[src/rtl/core/itar_pkg.sv]
`default_nettype none

package itar_pkg;

    localparam int unsigned RADIX_W      = 6;
    localparam int unsigned CHAR_W       = 7;
    localparam int unsigned DIV_STEP_BITS = 8;

    localparam logic [RADIX_W-1:0] RADIX_MIN   = 6'd2;
    localparam logic [RADIX_W-1:0] RADIX_MAX   = 6'd36;
    localparam logic [RADIX_W-1:0] RADIX_RESET = 6'd10;
    localparam logic [RADIX_W-1:0] DIGIT_MAX   = 6'd9;

    localparam logic [CHAR_W-1:0] CHAR_ZERO    = 7'd48;
    localparam logic [CHAR_W-1:0] CHAR_A_LOWER = 7'd97;
    localparam logic [CHAR_W-1:0] ALPHA_OFFSET = 7'd10;

    typedef enum logic [1:0] {
        ST_IDLE,
        ST_DIV,
        ST_READ,
        ST_OUT
    } t_state;

    function automatic logic [CHAR_W-1:0] digit_to_ascii(input logic [RADIX_W-1:0] d);
        logic [CHAR_W-1:0] d_ext;
        d_ext = {1'b0, d};
        if (d > DIGIT_MAX) begin
            digit_to_ascii = CHAR_A_LOWER + d_ext - ALPHA_OFFSET;
        end else begin
            digit_to_ascii = CHAR_ZERO + d_ext;
        end
    endfunction

endpackage

`default_nettype wire

[src/rtl/core/itar_ram.sv]
`default_nettype none

module itar_ram #(
    parameter int unsigned WIDTH = 6,
    parameter int unsigned DEPTH = 64
) (
    input  wire logic                     i_clk,
    input  wire logic                     i_we,
    input  wire logic [$clog2(DEPTH)-1:0] i_waddr,
    input  wire logic [WIDTH-1:0]         i_wdata,
    input  wire logic                     i_re,
    input  wire logic [$clog2(DEPTH)-1:0] i_raddr,
    output logic      [WIDTH-1:0]         o_rdata
);

    logic [WIDTH-1:0] r_mem [DEPTH];
    logic [WIDTH-1:0] r_rdata;

    always_ff @(posedge i_clk) begin
        if (i_we) begin
            r_mem[i_waddr] <= i_wdata;
        end
        if (i_re) begin
            r_rdata <= r_mem[i_raddr];
        end
    end

    assign o_rdata = r_rdata;

endmodule

`default_nettype wire

[src/rtl/core/integer_to_ascii_radix.sv]
// an accepted request runs the divider once per digit, then a read state fetches the first digit
// each digit is one full pass of the shared 8-bit-per-cycle restoring divider by the radix
// digits then leave one per cycle from the digit buffer while i_out_ready is high, most significant first
// no new request is accepted while one is in work
// synchronous active-low reset: sequencer idle, radix back to 10, no clearing pass
`default_nettype none

module integer_to_ascii_radix #(
    parameter int unsigned VALUE_BITS = 64
) (
    input  wire logic        i_clk,
    input  wire logic        i_rst_n,
    input  wire logic        i_cfg_we,
    input  wire logic [5:0]  i_cfg_wdata,
    input  wire logic        i_in_valid,
    output logic             o_in_ready,
    input  wire logic [63:0] i_value,
    output logic             o_out_valid,
    input  wire logic        i_out_ready,
    output logic [6:0]       o_digit_char,
    output logic             o_last_digit
);

    localparam int unsigned STEP_BITS = itar_pkg::DIV_STEP_BITS;
    localparam int unsigned STEPS     = (VALUE_BITS + STEP_BITS - 1) / STEP_BITS;
    localparam int unsigned WORK_BITS = STEPS * STEP_BITS;
    localparam int unsigned STEP_W    = $clog2(STEPS + 1);
    localparam int unsigned IDX_W     = $clog2(VALUE_BITS);
    localparam int unsigned RW        = itar_pkg::RADIX_W;

    itar_pkg::t_state r_state, n_state;

    logic [RW-1:0]        r_radix;
    logic [RW-1:0]        eff_radix;
    logic [WORK_BITS-1:0] r_work, n_work, div_work;
    logic [RW-1:0]        r_rem, n_rem, div_rem;
    logic [STEP_W-1:0]    r_step, n_step;
    logic [IDX_W-1:0]     r_cnt, n_cnt;

    logic             ram_we;
    logic             ram_re;
    logic [IDX_W-1:0] ram_raddr;
    logic [RW-1:0]    ram_rdata;

    // saturate radix to the legal range
    always_comb begin
        if (r_radix < itar_pkg::RADIX_MIN) begin
            eff_radix = itar_pkg::RADIX_MIN;
        end else if (r_radix > itar_pkg::RADIX_MAX) begin
            eff_radix = itar_pkg::RADIX_MAX;
        end else begin
            eff_radix = r_radix;
        end
    end

    // shared divider: several restoring steps per cycle
    always_comb begin
        logic [RW:0]          rem_x;
        logic [WORK_BITS-1:0] w;
        logic [RW-1:0]        rm;
        w  = r_work;
        rm = r_rem;
        for (int j = 0; j < STEP_BITS; j++) begin
            rem_x = {rm, w[WORK_BITS-1]};
            w     = {w[WORK_BITS-2:0], 1'b0};
            if (rem_x >= {1'b0, eff_radix}) begin
                rem_x = rem_x - {1'b0, eff_radix};
                w[0]  = 1'b1;
            end
            rm = rem_x[RW-1:0];
        end
        div_work = w;
        div_rem  = rm;
    end

    always_ff @(posedge i_clk) begin
        if (!i_rst_n) begin
            r_state <= itar_pkg::ST_IDLE;
            r_radix <= itar_pkg::RADIX_RESET;
            r_work  <= '0;
            r_rem   <= '0;
            r_step  <= '0;
            r_cnt   <= '0;
        end else begin
            r_state <= n_state;
            r_work  <= n_work;
            r_rem   <= n_rem;
            r_step  <= n_step;
            r_cnt   <= n_cnt;
            if (i_cfg_we) begin
                r_radix <= i_cfg_wdata;
            end
        end
    end

    always_comb begin
        n_state     = r_state;
        n_work      = r_work;
        n_rem       = r_rem;
        n_step      = r_step;
        n_cnt       = r_cnt;
        o_in_ready  = 1'b0;
        o_out_valid = 1'b0;
        ram_we      = 1'b0;
        ram_re      = 1'b0;
        ram_raddr   = r_cnt;
        unique case (r_state)
            itar_pkg::ST_IDLE: begin
                o_in_ready = 1'b1;
                if (i_in_valid) begin
                    n_work  = WORK_BITS'(i_value[VALUE_BITS-1:0]);
                    n_rem   = '0;
                    n_step  = '0;
                    n_cnt   = '0;
                    n_state = itar_pkg::ST_DIV;
                end
            end
            itar_pkg::ST_DIV: begin
                n_work = div_work;
                n_rem  = div_rem;
                n_step = r_step + 1'b1;
                if (r_step == STEP_W'(STEPS - 1)) begin
                    ram_we = 1'b1;
                    n_rem  = '0;
                    n_step = '0;
                    if (div_work == '0) begin
                        n_state = itar_pkg::ST_READ;
                    end else begin
                        n_cnt = r_cnt + 1'b1;
                    end
                end
            end
            itar_pkg::ST_READ: begin
                ram_re  = 1'b1;
                n_state = itar_pkg::ST_OUT;
            end
            itar_pkg::ST_OUT: begin
                o_out_valid = 1'b1;
                if (i_out_ready) begin
                    if (r_cnt == '0) begin
                        n_state = itar_pkg::ST_IDLE;
                    end else begin
                        n_cnt     = r_cnt - 1'b1;
                        ram_re    = 1'b1;
                        ram_raddr = r_cnt - 1'b1;
                    end
                end
            end
            default: begin
                n_state = itar_pkg::ST_IDLE;
            end
        endcase
    end

    // digit buffer, least significant digit at index 0
    itar_ram #(
        .WIDTH(RW),
        .DEPTH(VALUE_BITS)
    ) u_digits (
        .i_clk  (i_clk),
        .i_we   (ram_we),
        .i_waddr(r_cnt),
        .i_wdata(div_rem),
        .i_re   (ram_re),
        .i_raddr(ram_raddr),
        .o_rdata(ram_rdata)
    );

    assign o_digit_char = itar_pkg::digit_to_ascii(ram_rdata);
    assign o_last_digit = (r_cnt == '0);

endmodule

`default_nettype wire
[config.mk]
export PLATFORM = sky130hd
export DESIGN_NAME = integer_to_ascii_radix
export DESIGN_NICKNAME = d
export VERILOG_FILES = /design/src/rtl/core/itar_pkg.sv /design/src/rtl/core/itar_ram.sv /design/src/rtl/core/integer_to_ascii_radix.sv
export SDC_FILE = /design/constraint.sdc
export NUM_CORES = 1
export LEC_CHECK = 0
export CAP_MARGIN = 20
export CORE_MARGIN = 10
export CORE_UTILIZATION = 40
export CTS_BUF_LIST = sky130_fd_sc_hd__clkbuf_4
export CTS_CLUSTER_DIAMETER = 120
export DETAILED_ROUTE_END_ITERATION = 8
export DONT_BUFFER_PORTS = 1
export GPL_TIMING_DRIVEN = 0
export SYNTH_ARGS = -nofsm -noshare
export SYNTH_HDL_FRONTEND = slang
export SYNTH_SLANG_ARGS = --single-unit
[constraint.sdc]
create_clock -name i_clk -period 23.3 [get_ports i_clk]
set_clock_uncertainty 0.1 [all_clocks]
set_input_delay 1.165 -clock i_clk [delete_from_list [all_inputs] [get_ports i_clk]]
set_output_delay 1.165 -clock i_clk [all_outputs]
set_load 0.05 [all_outputs]
==> results of run 1 <==
area by class of cell:
cell class	instances	share of cell area (%)
antenna	1	0.00989
buffer	84	1.28
clock buffer	174	5.16
clock inverter	45	1.15
inverter	52	0.771
multi-input combinational	1042	33.9
sequential	478	53.2
tap	748	3.70
timing repair buffer	9	0.737
final timing paths:
| check | slack (ns) | endpoint | cells after the start | from |
|---|---|---|---|---|
| setup / recovery | 2.47 | r_rem[5]$_SDFFE_PN0P_ | 79 | r_radix[5]$_SDFFE_PN0P_ |
| hold / removal | 0.40 | r_state[1]$_SDFFE_PN0P_ | 2 | r_state[1]$_SDFFE_PN0P_ |
| setup reg to reg | 2.47 | r_rem[5]$_SDFFE_PN0P_ | 79 | r_radix[5]$_SDFFE_PN0P_ |
| hold reg to reg | 0.40 | r_state[1]$_SDFFE_PN0P_ | 2 | r_state[1]$_SDFFE_PN0P_ |
registers in the layout, indices dropped and copies added, names as in the netlist:
| register | cells |
|---|---|
| r_rem | 6 |
| u_digits.r_mem | 384 |
| r_work | 64 |
| r_step | 4 |
| r_radix | 6 |
| r_state | 2 |
| u_digits.o_rdata | 6 |
| r_cnt | 6 |
Yosys cell counts (23+ instances only):
library cell / number / share of area [%]
inv_1: 49 / 0.82
nand2_1: 123 / 2.0
mux2i_1: 79 / 3.5
o21ai_0: 30 / 0.67
clkbuf_1: 66 / 1.1
a211oi_1: 91 / 3.0
nand3_1: 32 / 0.71
mux4_2: 96 / 9.6
dfxtp_1: 88 / 7.8
edfxtp_1: 390 / 52
a31oi_1: 23 / 0.64
a21oi_1: 41 / 0.91
nor2_1: 176 / 2.9
ha_1: 62 / 3.4
cell families (layout without fill, tap and decap cells):
group           Yosys count  in the layout  synth area share [%]
buf+inv                 136            364                  2.30
xor+xnor                 29             29                  1.13
simple gates            453            453                  9.11
flops                   478            478                  59.7
other cells               0              1                     0
compound gates          302            302                  9.84
mux                     188            188                  13.7
fa+ha+maj                70             70                  4.15
stage by stage:
stage	setup TNS, ns	instance area [µm²]	setup WS [ns]	instances	hold slack [ns]
5_1_grt	0	25300	1.17	2633	0.361
2_1_floorplan	0	22600	5.19	1656	0.356
3_3_place_gp	-61.96	23500	-0.568	2404	0.382
6_report	0	25300	2.47	2633	0.404
3_5_place_dp	0	23700	2.67	2413	0.393
4_1_cts	0	25300	2.64	2632	0.348
worst max-delay path: cells and delay by family (launching register included):
| kind | cells | cell delay (ns) |
|---|---|---|
| compound gates | 37 | 9.91 |
| fa+ha+maj | 8 | 2.48 |
| mux | 5 | 2.18 |
| buf+inv | 9 | 1.85 |
| flops | 1 | 0.34 |
| simple gates | 20 | 3.80 |
metal layers:
layer  part of all wire [%]  wire length (µm)  vias up
met5                  0.047                27        -
met1                     42             23800     7272
met4                    1.8              1040        4
li1                       -                 -     6784
met3                    8.6              4910       84
met2                     48             27400      502
==> impl_metrics.tcl, run 1 <==
set metrics [dict create \
    outcome "completed" \
    track_usage_pct 16.9 \
    period_share_pct 89.4 \
    synth-main-ff-cell "edfxtp_1" \
    clk_root_buffer_cell "clkbuf_4" \
    chipHeight_um 257 \
    grt_max_degree 49 \
    ys_seq_area_share_pct 59.7 \
    synth_seq_cells 478 \
    post_cts_buffers 0 \
    vias 14600 \
    crit_top_cell "ha_1" \
    final_common_cell "edfxtp_1" \
    grt_pass1_vias 15100 \
    cts_buffer_depth 3 \
    cts_tree "yes" \
    postRouteAntennaNets 0 \
    drt-pass1-iter-count 5 \
    synthArstFlopShare_pct 0 \
    final_nets 1933 \
    grt_pass1_wl_um 87100 \
    startpoint_type "register" \
    io-pin-count 85 \
    fin_util_pct 45.7 \
    grt_use_met1_pct 20.8 \
    wl_um 57100 \
    synth-edff-count 390 \
    fmax_ghz 0.0480 \
    ys_warn_count 0 \
    core-area_mm2 0.0554 \
    std_cell_rows 86 \
    end_kind "register" \
    viasPerCell 5.56 \
    area_growth_pct 12.2 \
    slowest_delay_ns 0.78 \
    cp_slowest_cell "nor2_1" \
    period_minus_slack_ns 20.83 \
    relSlewSlack_pct 24.1 \
    die-area_mm2 0.0663 \
    clock_latency_ns 0.85 \
    fillers 5030 \
    arrival_ns 21.39 \
    grt_util_met2_pct 27.7 \
    wl_per_cell_um 21.7 \
    drv_slew 0 \
    gp_congestion 0.851 \
    syn_nets 1801 \
    synth_cell_type_count 78 \
    syn_avg_cell_area_um2 13.6 \
    rsz0062_at_grt "false" \
    synthCells 1656 \
    worstMarginPinSlew_ns 1.11 \
    seq_area_mm2 0.0135 \
    clock-sinks 478 \
    critPathKind "register to register" \
    drive_above_1_share_pct 18.1 \
    drv_cap 0 \
    cts_buffers 121 \
    crit_fanout 37 \
    busiest_layer "met2" \
    hold_viol 0 \
    h-tree-depth 3 \
    finalSetupViolCount 0 \
    layout_common_cells "edfxtp_1 (390), nor2_1 (176), clkbuf_4 (174)" \
    drc 0 \
    io_buffers 0 \
    multi_input_area_mm2 0.00859 \
    cts_resized 0 \
    start_util_pct 40.7 \
    antenna_found_initial 3 \
    grt_use_met3_pct 5.51 \
    grt.overflow.total 0 \
    cts.clk_slew.worst_paths_ns 0.06 \
    ctsHoldBuffers 0 \
    hold_path_class "register to register" \
    hpwl_um 40400 \
    syn_area_mm2 0.0226 \
    cp.required_ns 23.86 \
    drt_iter0_drc 1292 \
    fp.dieW_um 257 \
]
Power of run 1 is left out: the tool's default activity adds up to more than one toggle a clock period on the data nets, which glitch-free logic cannot reach.
==> run 2, diff against run 1 <==
CORE_UTILIZATION = 60   (was 40)
PLACE_DENSITY = 0.76   (was default)
==> impl_metrics.tcl, run 2 (synthesis results as in run 1) <==
set metrics [dict create \
    hpwl_um 39800 \
    antenna_found_initial 1 \
    final_common_cell "edfxtp_1" \
    r2r_cells 80 \
    grt_max_degree 66 \
    holdPathEnd "r_radix[2]$_SDFFE_PN0P_" \
    drive_above_1_share_pct 18.0 \
    cts_buffers 115 \
    setup_tns_ns 0 \
    slowest_delay_ns 0.76 \
    end_kind "register" \
    cp_slowest_cell "nor2_1" \
    dp_cells 2172 \
    hold_viol 0 \
    clock_latency_ns 0.85 \
    place_area_mm2 0.0234 \
    core-area_mm2 0.0369 \
    ctsHoldBuffers 0 \
    wl_per_cell_um 23.4 \
    arrival_ns 21.38 \
    fp.dieW_um 214 \
    hold_path_class "input port to register" \
    h-tree-depth 3 \
    std_cell_rows 70 \
    clock-sinks 478 \
    biggestRegsByFlops "u_digits.r_mem: 384 flops, r_work: 64 flops" \
    worstMarginPinSlew_ns 1.11 \
    largest_register "u_digits.r_mem" \
    cp.required_ns 23.88 \
    drt-pass1-iter-count 6 \
    start_util_pct 61.2 \
    grt.overflow.total 0 \
    layoutNonFillerInstCount 2381 \
    clk_root_buffer_cell "clkbuf_4" \
    grt_pass1_vias 14800 \
    period_share_pct 89.3 \
    drt_iter0_drc 1572 \
    startpoint_type "register" \
    track_usage_pct 24.6 \
    cts.clk_slew.worst_paths_ns 0.09 \
    period_minus_slack_ns 20.80 \
    relSlewSlack_pct 25.1 \
    grt_pass1_wl_um 85200 \
    rsz0062_at_grt "false" \
    wl_um 55700 \
    cts_buffer_depth 3 \
    finalSetupViolCount 0 \
    cts_resized 0 \
    drv_slew 0 \
    r2r-end "r_rem[4]$_SDFFE_PN0P_" \
    io-pin-count 85 \
    viasPerCell 6.34 \
    r2r_setup_slack_ns 2.50 \
    outcome "completed" \
    gp_congestion 0.939 \
    min_path_cells 2 \
    largest_reg_flops 384 \
    io_buffers 0 \
    postRouteAntennaNets 0 \
    crit_top_cell "ha_1" \
    reg2reg_from "r_radix[5]$_SDFFE_PN0P_" \
    final_nets 1931 \
    min_from "i_cfg_wdata[2]" \
    crit_fanout 37 \
    area_growth_pct 10.7 \
    post_cts_buffers 0 \
    cts_tree "yes" \
    drc 0 \
    critPathKind "register to register" \
    layout_common_cells "edfxtp_1 (390), nor2_1 (176), clkbuf_4 (167)" \
    die-area_mm2 0.0457 \
    fin_area_mm2 0.0250 \
    vias 15100 \
    chipHeight_um 214 \
    whs_ns 0.371 \
    fmax_ghz 0.0481 \
    drv_cap 0 \
]
==> run 2: changes by cell type in the layout (fill, tap and decap cells not counted) <==
cell        delta
inv_8          +1
clkinvlp_4     -1
inv_2          +2
buf_12         -3
buf_4          +3
bufinv_16      -1
clkinv_1       -5
buf_16         +4
clkbuf_4       -7
clkinv_2       -2
clkinv_4       +1
==> run 2: worst max-delay path by stage <==
stage | startpoint | end | slack [ns] | cells after the start
floorplan | r_radix[3]$_SDFFE_PN1P_ | u_digits.r_mem[0][1]$_DFFE_PP_ | 5.19 | 76
global placement | r_radix[4]$_SDFFE_PN0P_ | u_digits.r_mem[11][1]$_DFFE_PP_ | -0.32 | 76
detailed placement | r_radix[5]$_SDFFE_PN0P_ | u_digits.r_mem[8][5]$_DFFE_PP_ | 2.75 | 77
CTS | r_radix[5]$_SDFFE_PN0P_ | u_digits.r_mem[5][5]$_DFFE_PP_ | 2.63 | 78
global route | r_radix[5]$_SDFFE_PN0P_ | r_rem[4]$_SDFFE_PN0P_ | 1.07 | 80
finish | r_radix[5]$_SDFFE_PN0P_ | r_rem[4]$_SDFFE_PN0P_ | 2.50 | 80
==> run 2: worst max-delay path: cells and delay by family, from the launching register on <==
family | cells | cell delay (ns)
adders and majority gates | 8 | 2.46
and+or+nand+nor | 20 | 4.19
DFF | 1 | 0.33
buffers and inverters | 10 | 1.93
muxes | 5 | 2.14
AOI/OAI and AO/OA | 37 | 9.48
==> run 2: metal layers <==
layer | track usage (%) | share of wire (%)
met5 | 0 | 0
met4 | 9.34 | 2.7
met3 | 7.17 | 9.7
met2 | 37.3 | 46
met1 | 33.3 | 42
==> run 2: final cells by class <==
cell class,count,area (µm²)
Clock buffer,167,1250
Timing Repair Buffer,13,259
Inverter,52,195
Antenna cell,1,2.50
Tap cell,504,631
Multi-Input combinational cell,1042,8590
Buffer,84,324
Sequential cell,478,13500
Fill cell,2610,11900
Clock inverter,40,253
==> run 2: through the flow <==
step	setup slack, ns	utilization, %
after global placement	-0.317	62.9
after CTS	2.63	67.7
after global routing	1.07	67.7
after floorplan	5.19	-
after detailed placement	2.75	63.6
final	2.50	67.7
Power of run 2 is left out for the same reason.
